$ cat config.mk
export PLATFORM = sky130hd
export DESIGN_NAME = adc_average_gain_offset_calibrator_core
export DESIGN_NICKNAME = d
export VERILOG_FILES = /design/src/rtl/acgo_pkg.sv /design/src/rtl/acgo_front.sv /design/src/rtl/acgo_queue.sv /design/src/rtl/acgo_back.sv /design/src/rtl/adc_average_gain_offset_calibrator_core.sv
export SDC_FILE = /design/constraint.sdc
export NUM_CORES = 1
export LEC_CHECK = 0
export ABC_AREA = 1
export BUFFER_PORTS_ARGS = -buffer_cell sky130_fd_sc_hd__buf_2
export CORE_MARGIN = 3
export CORE_UTILIZATION = 45
export CTS_BUF_LIST = sky130_fd_sc_hd__clkbuf_8
export DETAILED_ROUTE_END_ITERATION = 8
export HOLD_SLACK_MARGIN = 0.06
export PLACE_DENSITY = 0.68
export SETUP_SLACK_MARGIN = 0.5
export SLEW_MARGIN = 20
export SYNTH_ARGS = -nofsm -noshare
export SYNTH_HDL_FRONTEND = slang
export SYNTH_SLANG_ARGS = --single-unit
$ cat constraint.sdc
create_clock -name clk -period 6.2 [get_ports clk]
set_clock_uncertainty 0.15 [all_clocks]
set_input_delay 1.24 -clock clk [delete_from_list [all_inputs] [get_ports clk]]
set_output_delay 1.24 -clock clk [all_outputs]
set_load 0.005 [all_outputs]
$ cat src/rtl/acgo_pkg.sv
package acgo_pkg;

  // Field widths fixed by the converter word format and the result format.
  localparam int unsigned RAW_W    = 16;
  localparam int unsigned SAMPLE_W = 13;
  localparam int unsigned ACC_W    = 15;
  localparam int unsigned SLOT_W   = 2;
  localparam int unsigned CHAN_W   = 2;
  localparam int unsigned AVG_W    = 13;
  localparam int unsigned GAIN_W   = 8;
  localparam int unsigned OFS_W    = 8;
  localparam int unsigned PROD_W   = 22;
  localparam int unsigned SCALED_W = 15;
  localparam int unsigned VALUE_W  = 16;
  localparam int unsigned SLOTS    = 4;

  // Queue between the accumulating front and the scaling back.
  localparam int unsigned QDEPTH   = 4;
  localparam int unsigned QPTR_W   = 2;
  localparam int unsigned QCNT_W   = 3;

  // Configuration port.
  localparam int unsigned CFG_IDX_W  = 3;
  localparam int unsigned CFG_DATA_W = 32;

  localparam logic [CFG_IDX_W-1:0] REG_DIFF_MODE    = 3'd0;
  localparam logic [CFG_IDX_W-1:0] REG_SINGLE_GAIN  = 3'd1;
  localparam logic [CFG_IDX_W-1:0] REG_SINGLE_POS   = 3'd2;
  localparam logic [CFG_IDX_W-1:0] REG_SINGLE_NEG   = 3'd3;
  localparam logic [CFG_IDX_W-1:0] REG_PAIR_GAIN    = 3'd4;
  localparam logic [CFG_IDX_W-1:0] REG_PAIR_POS     = 3'd5;
  localparam logic [CFG_IDX_W-1:0] REG_PAIR_NEG     = 3'd6;

  // Calibration settings seen by the back end.
  typedef struct packed {
    logic        differential_mode;
    logic [31:0] single_gains;
    logic [31:0] single_pos_offsets;
    logic [31:0] single_neg_offsets;
    logic [15:0] pair_gains;
    logic [15:0] pair_pos_offsets;
    logic [15:0] pair_neg_offsets;
  } acgo_cfg_t;

  // One completed averaging window waiting for calibration.
  typedef struct packed {
    logic [SLOT_W-1:0]       slot;
    logic [CHAN_W-1:0]       channel;
    logic signed [ACC_W-1:0] sum;
  } acgo_item_t;

endpackage

$ cat src/rtl/acgo_front.sv
module acgo_front (
  input  logic                       clk,
  input  logic                       rst_n,
  input  logic                       in_valid,
  output logic                       in_ready,
  input  logic [15:0]                in_raw_word,
  input  logic [1:0]                 in_slot,
  input  logic [1:0]                 in_channel,
  input  logic                       in_first_pass,
  input  logic                       in_last_pass,
  input  logic                       q_full,
  output logic                       q_push,
  output acgo_pkg::acgo_item_t       q_item
);

  logic [acgo_pkg::ACC_W-1:0] acc_r [acgo_pkg::SLOTS];
  logic [acgo_pkg::ACC_W-1:0] acc_nxt;
  logic [acgo_pkg::ACC_W-1:0] base;
  logic [acgo_pkg::ACC_W-1:0] sample_ext;
  logic                       accept;

  // A request is taken whenever the queue can hold a possible result.
  assign in_ready = !q_full;
  assign accept   = in_valid && in_ready;

  // Sign-extend the 13-bit sample and add it into the slot's running sum.
  assign sample_ext = {{(acgo_pkg::ACC_W - acgo_pkg::SAMPLE_W){in_raw_word[12]}},
                       in_raw_word[acgo_pkg::SAMPLE_W-1:0]};
  assign base       = in_first_pass ? '0 : acc_r[in_slot];
  assign acc_nxt    = base + sample_ext;

  // The last pass hands the finished sum to the back end.
  assign q_push         = accept && in_last_pass;
  assign q_item.slot    = in_slot;
  assign q_item.channel = in_channel;
  assign q_item.sum     = acc_nxt;

  always_ff @(posedge clk) begin
    if (!rst_n) begin
      for (int i = 0; i < acgo_pkg::SLOTS; i++) begin
        acc_r[i] <= '0;
      end
    end else if (accept) begin
      acc_r[in_slot] <= acc_nxt;
    end
  end

endmodule

$ cat src/rtl/acgo_queue.sv
module acgo_queue (
  input  logic                 clk,
  input  logic                 rst_n,
  input  logic                 push,
  input  acgo_pkg::acgo_item_t push_item,
  output logic                 full,
  output logic                 pop_valid,
  input  logic                 pop,
  output acgo_pkg::acgo_item_t pop_item
);

  acgo_pkg::acgo_item_t             entry_r [acgo_pkg::QDEPTH];
  logic [acgo_pkg::QPTR_W-1:0]      wr_ptr_r;
  logic [acgo_pkg::QPTR_W-1:0]      rd_ptr_r;
  logic [acgo_pkg::QCNT_W-1:0]      count_r;
  logic [acgo_pkg::QCNT_W-1:0]      count_nxt;
  logic                             do_push;
  logic                             do_pop;

  assign full      = (count_r == acgo_pkg::QCNT_W'(acgo_pkg::QDEPTH));
  assign pop_valid = (count_r != '0);
  assign pop_item  = entry_r[rd_ptr_r];
  assign do_push   = push && !full;
  assign do_pop    = pop && pop_valid;

  always_comb begin
    count_nxt = count_r;
    if (do_push && !do_pop) begin
      count_nxt = count_r + 1'b1;
    end else if (do_pop && !do_push) begin
      count_nxt = count_r - 1'b1;
    end
  end

  // Pointers and fill level.
  always_ff @(posedge clk) begin
    if (!rst_n) begin
      wr_ptr_r <= '0;
      rd_ptr_r <= '0;
      count_r  <= '0;
    end else begin
      if (do_push) begin
        wr_ptr_r <= wr_ptr_r + 1'b1;
      end
      if (do_pop) begin
        rd_ptr_r <= rd_ptr_r + 1'b1;
      end
      count_r <= count_nxt;
    end
  end

  // Entry storage.
  always_ff @(posedge clk) begin
    if (do_push) begin
      entry_r[wr_ptr_r] <= push_item;
    end
  end

endmodule

$ cat src/rtl/acgo_back.sv
module acgo_back (
  input  logic                 clk,
  input  logic                 rst_n,
  input  acgo_pkg::acgo_cfg_t  cfg,
  input  logic                 q_valid,
  input  acgo_pkg::acgo_item_t q_item,
  output logic                 q_pop,
  output logic                 out_valid,
  input  logic                 out_ready,
  output logic [1:0]           out_result_slot,
  output logic [1:0]           out_result_channel,
  output logic signed [15:0]   out_calibrated_value
);

  // Stage 1: average and calibration selection.
  logic                                s1_valid_r;
  logic [acgo_pkg::SLOT_W-1:0]         s1_slot_r;
  logic [acgo_pkg::CHAN_W-1:0]         s1_chan_r;
  logic signed [acgo_pkg::AVG_W-1:0]   s1_avg_r;
  logic [acgo_pkg::GAIN_W-1:0]         s1_gain_r;
  logic signed [acgo_pkg::OFS_W-1:0]   s1_pos_r;
  logic signed [acgo_pkg::OFS_W-1:0]   s1_neg_r;
  logic                                s1_diff_r;

  // Stage 2: gain product.
  logic                                s2_valid_r;
  logic [acgo_pkg::SLOT_W-1:0]         s2_slot_r;
  logic [acgo_pkg::CHAN_W-1:0]         s2_chan_r;
  logic signed [acgo_pkg::PROD_W-1:0]  s2_prod_r;
  logic signed [acgo_pkg::OFS_W-1:0]   s2_pos_r;
  logic signed [acgo_pkg::OFS_W-1:0]   s2_neg_r;
  logic                                s2_diff_r;

  // Output register.
  logic                                out_valid_r;
  logic [acgo_pkg::SLOT_W-1:0]         out_slot_r;
  logic [acgo_pkg::CHAN_W-1:0]         out_chan_r;
  logic signed [acgo_pkg::VALUE_W-1:0] out_value_r;

  logic                                out_adv;
  logic                                s2_adv;
  logic                                s1_adv;

  logic signed [15:0]                  sum_biased;
  logic signed [acgo_pkg::AVG_W-1:0]   avg;
  logic [4:0]                          sel_shift;
  logic [acgo_pkg::GAIN_W-1:0]         gain_sel;
  logic signed [acgo_pkg::OFS_W-1:0]   pos_sel;
  logic signed [acgo_pkg::OFS_W-1:0]   neg_sel;
  logic signed [acgo_pkg::PROD_W-1:0]  prod;
  logic signed [acgo_pkg::PROD_W-1:0]  prod_biased;
  logic signed [acgo_pkg::SCALED_W-1:0] scaled;
  logic signed [acgo_pkg::OFS_W-1:0]   ofs;
  logic signed [acgo_pkg::VALUE_W-1:0] corrected;
  logic signed [acgo_pkg::VALUE_W-1:0] value;

  // Each stage moves on when the one after it is empty or moving.
  assign out_adv = !out_valid_r || out_ready;
  assign s2_adv  = !s2_valid_r || out_adv;
  assign s1_adv  = !s1_valid_r || s2_adv;
  assign q_pop   = q_valid && s1_adv;

  // Divide the sum by the window of four, truncating toward zero.
  assign sum_biased = {q_item.sum[acgo_pkg::ACC_W-1], q_item.sum}
                    + (q_item.sum[acgo_pkg::ACC_W-1] ? 16'sd3 : 16'sd0);
  assign avg        = sum_biased[14:2];

  // Pick the gain and offsets of the channel, or of the pair in differential mode.
  always_comb begin
    if (cfg.differential_mode) begin
      sel_shift = {1'b0, q_item.channel[0], 3'b000};
      gain_sel  = 8'(cfg.pair_gains >> sel_shift);
      pos_sel   = 8'(cfg.pair_pos_offsets >> sel_shift);
      neg_sel   = 8'(cfg.pair_neg_offsets >> sel_shift);
    end else begin
      sel_shift = {q_item.channel, 3'b000};
      gain_sel  = 8'(cfg.single_gains >> sel_shift);
      pos_sel   = 8'(cfg.single_pos_offsets >> sel_shift);
      neg_sel   = 8'(cfg.single_neg_offsets >> sel_shift);
    end
  end

  // Unsigned gain applied to the signed average.
  assign prod = s1_avg_r * $signed({1'b0, s1_gain_r});

  // Divide by 128 toward zero, then add the offset chosen by the sign.
  assign prod_biased = s2_prod_r + (s2_prod_r[acgo_pkg::PROD_W-1] ? 22'sd127 : 22'sd0);
  assign scaled      = prod_biased[acgo_pkg::PROD_W-1:7];
  assign ofs         = scaled[acgo_pkg::SCALED_W-1] ? s2_neg_r : s2_pos_r;
  assign corrected   = {scaled[acgo_pkg::SCALED_W-1], scaled}
                     + {{(acgo_pkg::VALUE_W - acgo_pkg::OFS_W){ofs[acgo_pkg::OFS_W-1]}}, ofs};
  assign value       = s2_diff_r ? {corrected[acgo_pkg::VALUE_W-2:0], 1'b0} : corrected;

  // Valid bits of the pipeline.
  always_ff @(posedge clk) begin
    if (!rst_n) begin
      s1_valid_r  <= 1'b0;
      s2_valid_r  <= 1'b0;
      out_valid_r <= 1'b0;
    end else begin
      if (s1_adv) begin
        s1_valid_r <= q_valid;
      end
      if (s2_adv) begin
        s2_valid_r <= s1_valid_r;
      end
      if (out_adv) begin
        out_valid_r <= s2_valid_r;
      end
    end
  end

  // Payload registers.
  always_ff @(posedge clk) begin
    if (s1_adv) begin
      s1_slot_r <= q_item.slot;
      s1_chan_r <= q_item.channel;
      s1_avg_r  <= avg;
      s1_gain_r <= gain_sel;
      s1_pos_r  <= pos_sel;
      s1_neg_r  <= neg_sel;
      s1_diff_r <= cfg.differential_mode;
    end
    if (s2_adv) begin
      s2_slot_r <= s1_slot_r;
      s2_chan_r <= s1_chan_r;
      s2_prod_r <= prod;
      s2_pos_r  <= s1_pos_r;
      s2_neg_r  <= s1_neg_r;
      s2_diff_r <= s1_diff_r;
    end
    if (out_adv) begin
      out_slot_r  <= s2_slot_r;
      out_chan_r  <= s2_chan_r;
      out_value_r <= value;
    end
  end

  assign out_valid            = out_valid_r;
  assign out_result_slot      = out_slot_r;
  assign out_result_channel   = out_chan_r;
  assign out_calibrated_value = out_value_r;

endmodule

$ cat src/rtl/adc_average_gain_offset_calibrator_core.sv
// Averaging converter calibrator. Every request carries one raw converter word, whose
// 13-bit two's complement sample is added into the accumulator of its slot (a first
// pass restarts it); a request with the last pass set yields one result that reaches
// the output via the queue, stage 1, stage 2 and the output register, held while it
// stalls: the sum divided by four toward zero, scaled by the channel's gain over
// 128 toward zero, corrected by the positive or negative offset and doubled in
// differential mode, where pair = channel bit 0. One request is taken every clock
// cycle; the accumulators update in that same cycle and a four-entry queue feeds a
// three-stage scaling pipeline (average, multiply, offset), so input stalls only when
// that queue fills behind a stalled output. The user writes configuration registers
// via the always-ready cfg port only while the block is idle; it is not enforced.
module adc_average_gain_offset_calibrator_core (
  input  logic               clk,
  input  logic               rst_n,
  input  logic               cfg_valid,
  output logic               cfg_ready,
  input  logic [2:0]         cfg_index,
  input  logic [31:0]        cfg_data,
  input  logic               in_valid,
  output logic               in_ready,
  input  logic [15:0]        in_raw_word,
  input  logic [1:0]         in_slot,
  input  logic [1:0]         in_channel,
  input  logic               in_first_pass,
  input  logic               in_last_pass,
  output logic               out_valid,
  input  logic               out_ready,
  output logic [1:0]         out_result_slot,
  output logic [1:0]         out_result_channel,
  output logic signed [15:0] out_calibrated_value
);

  acgo_pkg::acgo_cfg_t  cfg_r;
  acgo_pkg::acgo_item_t push_item;
  acgo_pkg::acgo_item_t pop_item;
  logic                 q_full;
  logic                 q_push;
  logic                 q_valid;
  logic                 q_pop;

  assign cfg_ready = 1'b1;

  // Calibration registers; an index past the list is ignored.
  always_ff @(posedge clk) begin
    if (!rst_n) begin
      cfg_r.differential_mode  <= 1'b0;
      cfg_r.single_gains       <= 32'h8080_8080;
      cfg_r.single_pos_offsets <= '0;
      cfg_r.single_neg_offsets <= '0;
      cfg_r.pair_gains         <= 16'h8080;
      cfg_r.pair_pos_offsets   <= '0;
      cfg_r.pair_neg_offsets   <= '0;
    end else if (cfg_valid && cfg_ready) begin
      unique case (cfg_index)
        acgo_pkg::REG_DIFF_MODE:   cfg_r.differential_mode  <= cfg_data[0];
        acgo_pkg::REG_SINGLE_GAIN: cfg_r.single_gains       <= cfg_data;
        acgo_pkg::REG_SINGLE_POS:  cfg_r.single_pos_offsets <= cfg_data;
        acgo_pkg::REG_SINGLE_NEG:  cfg_r.single_neg_offsets <= cfg_data;
        acgo_pkg::REG_PAIR_GAIN:   cfg_r.pair_gains         <= cfg_data[15:0];
        acgo_pkg::REG_PAIR_POS:    cfg_r.pair_pos_offsets   <= cfg_data[15:0];
        acgo_pkg::REG_PAIR_NEG:    cfg_r.pair_neg_offsets   <= cfg_data[15:0];
        default: ;
      endcase
    end
  end

  acgo_front u_front (
    .clk           (clk),
    .rst_n         (rst_n),
    .in_valid      (in_valid),
    .in_ready      (in_ready),
    .in_raw_word   (in_raw_word),
    .in_slot       (in_slot),
    .in_channel    (in_channel),
    .in_first_pass (in_first_pass),
    .in_last_pass  (in_last_pass),
    .q_full        (q_full),
    .q_push        (q_push),
    .q_item        (push_item)
  );

  acgo_queue u_queue (
    .clk       (clk),
    .rst_n     (rst_n),
    .push      (q_push),
    .push_item (push_item),
    .full      (q_full),
    .pop_valid (q_valid),
    .pop       (q_pop),
    .pop_item  (pop_item)
  );

  acgo_back u_back (
    .clk                  (clk),
    .rst_n                (rst_n),
    .cfg                  (cfg_r),
    .q_valid              (q_valid),
    .q_item               (pop_item),
    .q_pop                (q_pop),
    .out_valid            (out_valid),
    .out_ready            (out_ready),
    .out_result_slot      (out_result_slot),
    .out_result_channel   (out_result_channel),
    .out_calibrated_value (out_calibrated_value)
  );

endmodule
==> flow_summary.json <==
{
  "max_cap_viol_count": 0,
  "num_rows": 80,
  "synth_ff_type": "sky130_fd_sc_hd__edfxtp_1",
  "drt.antenna.violating_nets": 0,
  "route.detailed.drc": 0,
  "setup_ws_ns": 0.938,
  "drive_gt1_share_pct": 9.03,
  "io_buffer_count": 80,
  "yosys_register_bits": 398,
  "dpl_worst_slack_ns": 0.907,
  "critPathMostFrequentCell": "sky130_fd_sc_hd__fa_1",
  "mappedNetlistArea_mm2": 0.0220,
  "seq_area_frac_synth_pct": 47.3,
  "timing.critical_path.max_delay_family": "adder cells",
  "synth_cell_types": 53,
  "synthTopCellsByArea": "sky130_fd_sc_hd__edfxtp_1 (33%), sky130_fd_sc_hd__dfxtp_1 (14%), sky130_fd_sc_hd__fa_1 (7.9%)",
  "maxSlewHeadroom_pct": 31.4,
  "finalMaxSlewViolations": 0,
  "synth.net_count": 2766,
  "syn-mean-instance-area_um2": 8.65,
  "timing_limited_maximum_frequency_mhz": 190,
  "mean_routed_wirelength_per_cell_um": 15.5,
  "clock_latency_ns": 0.62,
  "cts.repair.resized": 0,
  "period_minus_slack_ns": 5.26,
  "commonest_non_fill_non_tap_cell_in_the_layout": "sky130_fd_sc_hd__nor2_1",
  "dp.final_hpwl_um": 34600,
  "yosysTopAreaCellShare_pct": 33.0,
  "r2r_slack_ns": 0.94,
  "end_kind": "flip-flop",
  "via_count": 16789,
  "worst-slew-pin-transition_ns": 1.02,
  "synth-edff-count": 241,
  "post_drt_via_cell_ratio": 5.16,
  "grt_pass1_wl_um": 82200,
  "detailedRoute.firstPassIterationCount": 5,
  "setup_viol": 0,
  "report.final.hold_viol_count": 0,
  "leading_cell_types_in_the_layout_fill_and_taps_excluded": "sky130_fd_sc_hd__nor2_1 (455), sky130_fd_sc_hd__nand2_1 (392), sky130_fd_sc_hd__inv_1 (384), sky130_fd_sc_hd__o21ai_0 (250), sky130_fd_sc_hd__edfxtp_1 (241)",
  "pin_count_of_the_biggest_net_entering_global_routing": 115,
  "crit_type": "reg -> reg",
  "tritoncts_num_sinks": 398,
  "crit_path_cell_trace": "nand2_1 > fa_1 > inv_1 > fa_1 > inv_1 > fa_1 > fa_1 > inv_1 > ha_1 > nand3_1 > nand2_1 > nand4_1 > o211ai_1 > a21oi_1 > o21ai_0 > nand2_1 > nor2_1 > nor2_1 > o21ai_0 > xor2_1",
  "coreArea_mm2": 0.0479,
  "h-tree-depth": 3,
  "grt_pass1_vias": 16676,
  "place_congestion": 0.898,
  "kind_of_path_behind_the_tightest_hold_check": "reg -> reg",
  "fp.dieW_um": 227,
  "start_util_pct": 45.8,
  "final_nets": 2819,
  "fp.dieArea_mm2": 0.0515,
  "yosys_warnings": 0,
  "io-pin-count": 85,
  "dr.first_iter.drc_count": 1162,
  "grt_use_total_pct": 19.9,
  "cp_slowest_stage_delay_ns": 0.69,
  "gr-total-overflow": 0,
  "antenna_cells_inserted": 0,
  "cp_data_required_time_ns": 6.40,
  "detail_route.wirelength_um": 50400,
  "cts_setup_buffers": 0,
  "cp_data_arrival_time_ns": 5.46,
  "startpoint_type": "flip-flop",
  "crit_path_max_fanout": 13,
  "cts_tree": "built",
  "status": "completed",
  "cts_buffer_depth": 3,
  "worst-path-buf-inv": 3,
  "worst_path_max_delay_cell": "sky130_fd_sc_hd__edfxtp_1",
  "whs_ns": 0.263,
  "clock_transition_at_the_registers_of_the_reported_paths_ns": 0.06,
  "yosys.area.top_type": "sky130_fd_sc_hd__edfxtp_1",
  "post_syn_instances": 2537,
  "postSynth.asyncResetShare_pct": 0,
  "final_min_period_over_clock_period_pct": 84.9,
  "clock-root-buffer": "sky130_fd_sc_hd__clkbuf_8",
  "die_h_um": 227,
  "setup_total_negative_slack_ns": 0,
  "fillers": 4387,
  "cts_inserted_buffers": 66,
  "grt_setup_unrepaired": "no",
  "postCtsHoldBufs": 0,
  "area_growth_pct": 9.56,
  "grt_antenna_before_repair": 2
}
==> worst paths after layout <==
check                      startpoint              endpoint  cells past startpoint
setup reg to reg  u_back.s1_gain_r[0]  u_back.s2_prod_r[20]                     20
hold / removal     u_back.s1_neg_r[4]    u_back.s2_neg_r[4]                      0
hold reg to reg    u_back.s1_neg_r[4]    u_back.s2_neg_r[4]                      0
setup / recovery  u_back.s1_gain_r[0]  u_back.s2_prod_r[20]                     20
==> Yosys cell counts, drive strengths merged (2+ instances only) <==
library cell,n
edfxtp,241
clkbuf,95
mux2i,2
nor3,5
xor2,40
dfxtp,157
o21ai,256
ha,80
a31oi,3
and3,2
inv,371
nand4,12
nor2,462
a32oi,8
buf,20
fa,87
a32o,2
nand2,410
a21oi,137
o22ai,24
o32ai,16
mux2,6
and2,2
o21bai,3
xnor2,15
nand3,68
o211ai,2
o31ai,2
==> logic make-up (layout without fill, tap and decap cells) <==
| kind of cell | after synthesis | in the layout | synth area share [%] |
|---|---|---|---|
| simple gates | 962 | 962 | 17.7 |
| fa+ha+maj | 167 | 167 | 12.5 |
| other cells | 1 | 1 | 0.0171 |
| mux | 8 | 8 | 0.399 |
| xor+xnor | 55 | 55 | 2.23 |
| flops | 398 | 398 | 47.3 |
| buf+inv | 487 | 587 | 8.62 |
| compound gates | 459 | 459 | 11.3 |
==> through the flow <==
| step | instances | utilization [%] | instance area, um^2 |
|---|---|---|---|
| 3_3_place_gp | 3137 | 47.6 | 22800 |
| 3_5_place_dp | 3137 | 47.6 | 22800 |
| 6_report | 3252 | 50.2 | 24100 |
| 2_1_floorplan | 2537 | - | 22000 |
| 5_1_grt | 3252 | 50.2 | 24100 |
| 4_1_cts | 3252 | 50.2 | 24000 |
==> sequential cells by signal, summed over array words and instances, names as in the netlist, 13 cells and up, named ones only <==
register,flops
u_front.acc_r,60
u_back.s1_avg_r,13
cfg_r,145
u_back.s2_prod_r,22
u_queue.entry_r,76
u_back.out_calibrated_value,16
==> worst register-to-register path, delay by kind of cell (launching register included) <==
family	cells	cell delay (ns)
fa+ha+maj	5	2.39
simple gates	7	0.80
compound gates	4	0.72
flops	1	0.69
buf+inv	3	0.15
xor+xnor	1	0.09
==> routing by layer <==
layer	routed length (um)	share of wire [%]	GRT usage (%)	up-vias
met2	24400	48	33.4	477
met4	1330	2.6	7.82	4
met5	27	0.054	0	-
li1	-	-	-	8277
met3	3310	6.6	4.12	108
met1	21400	42	25.3	7923
==> final cells by class <==
type                            count  area (um^2)  area share [%]
Clock inverter                     40          205           0.853
Multi-Input combinational cell   1652         9720            40.4
Timing Repair Buffer              100          553            2.30
Sequential cell                   398        10400            43.2
Tap cell                          615          769            3.20
Clock buffer                       75         1030            4.29
Inverter                          372         1400            5.80
Power is not shown: default switching activity piles up to over one toggle a cycle in this logic, so the estimate is an artifact.
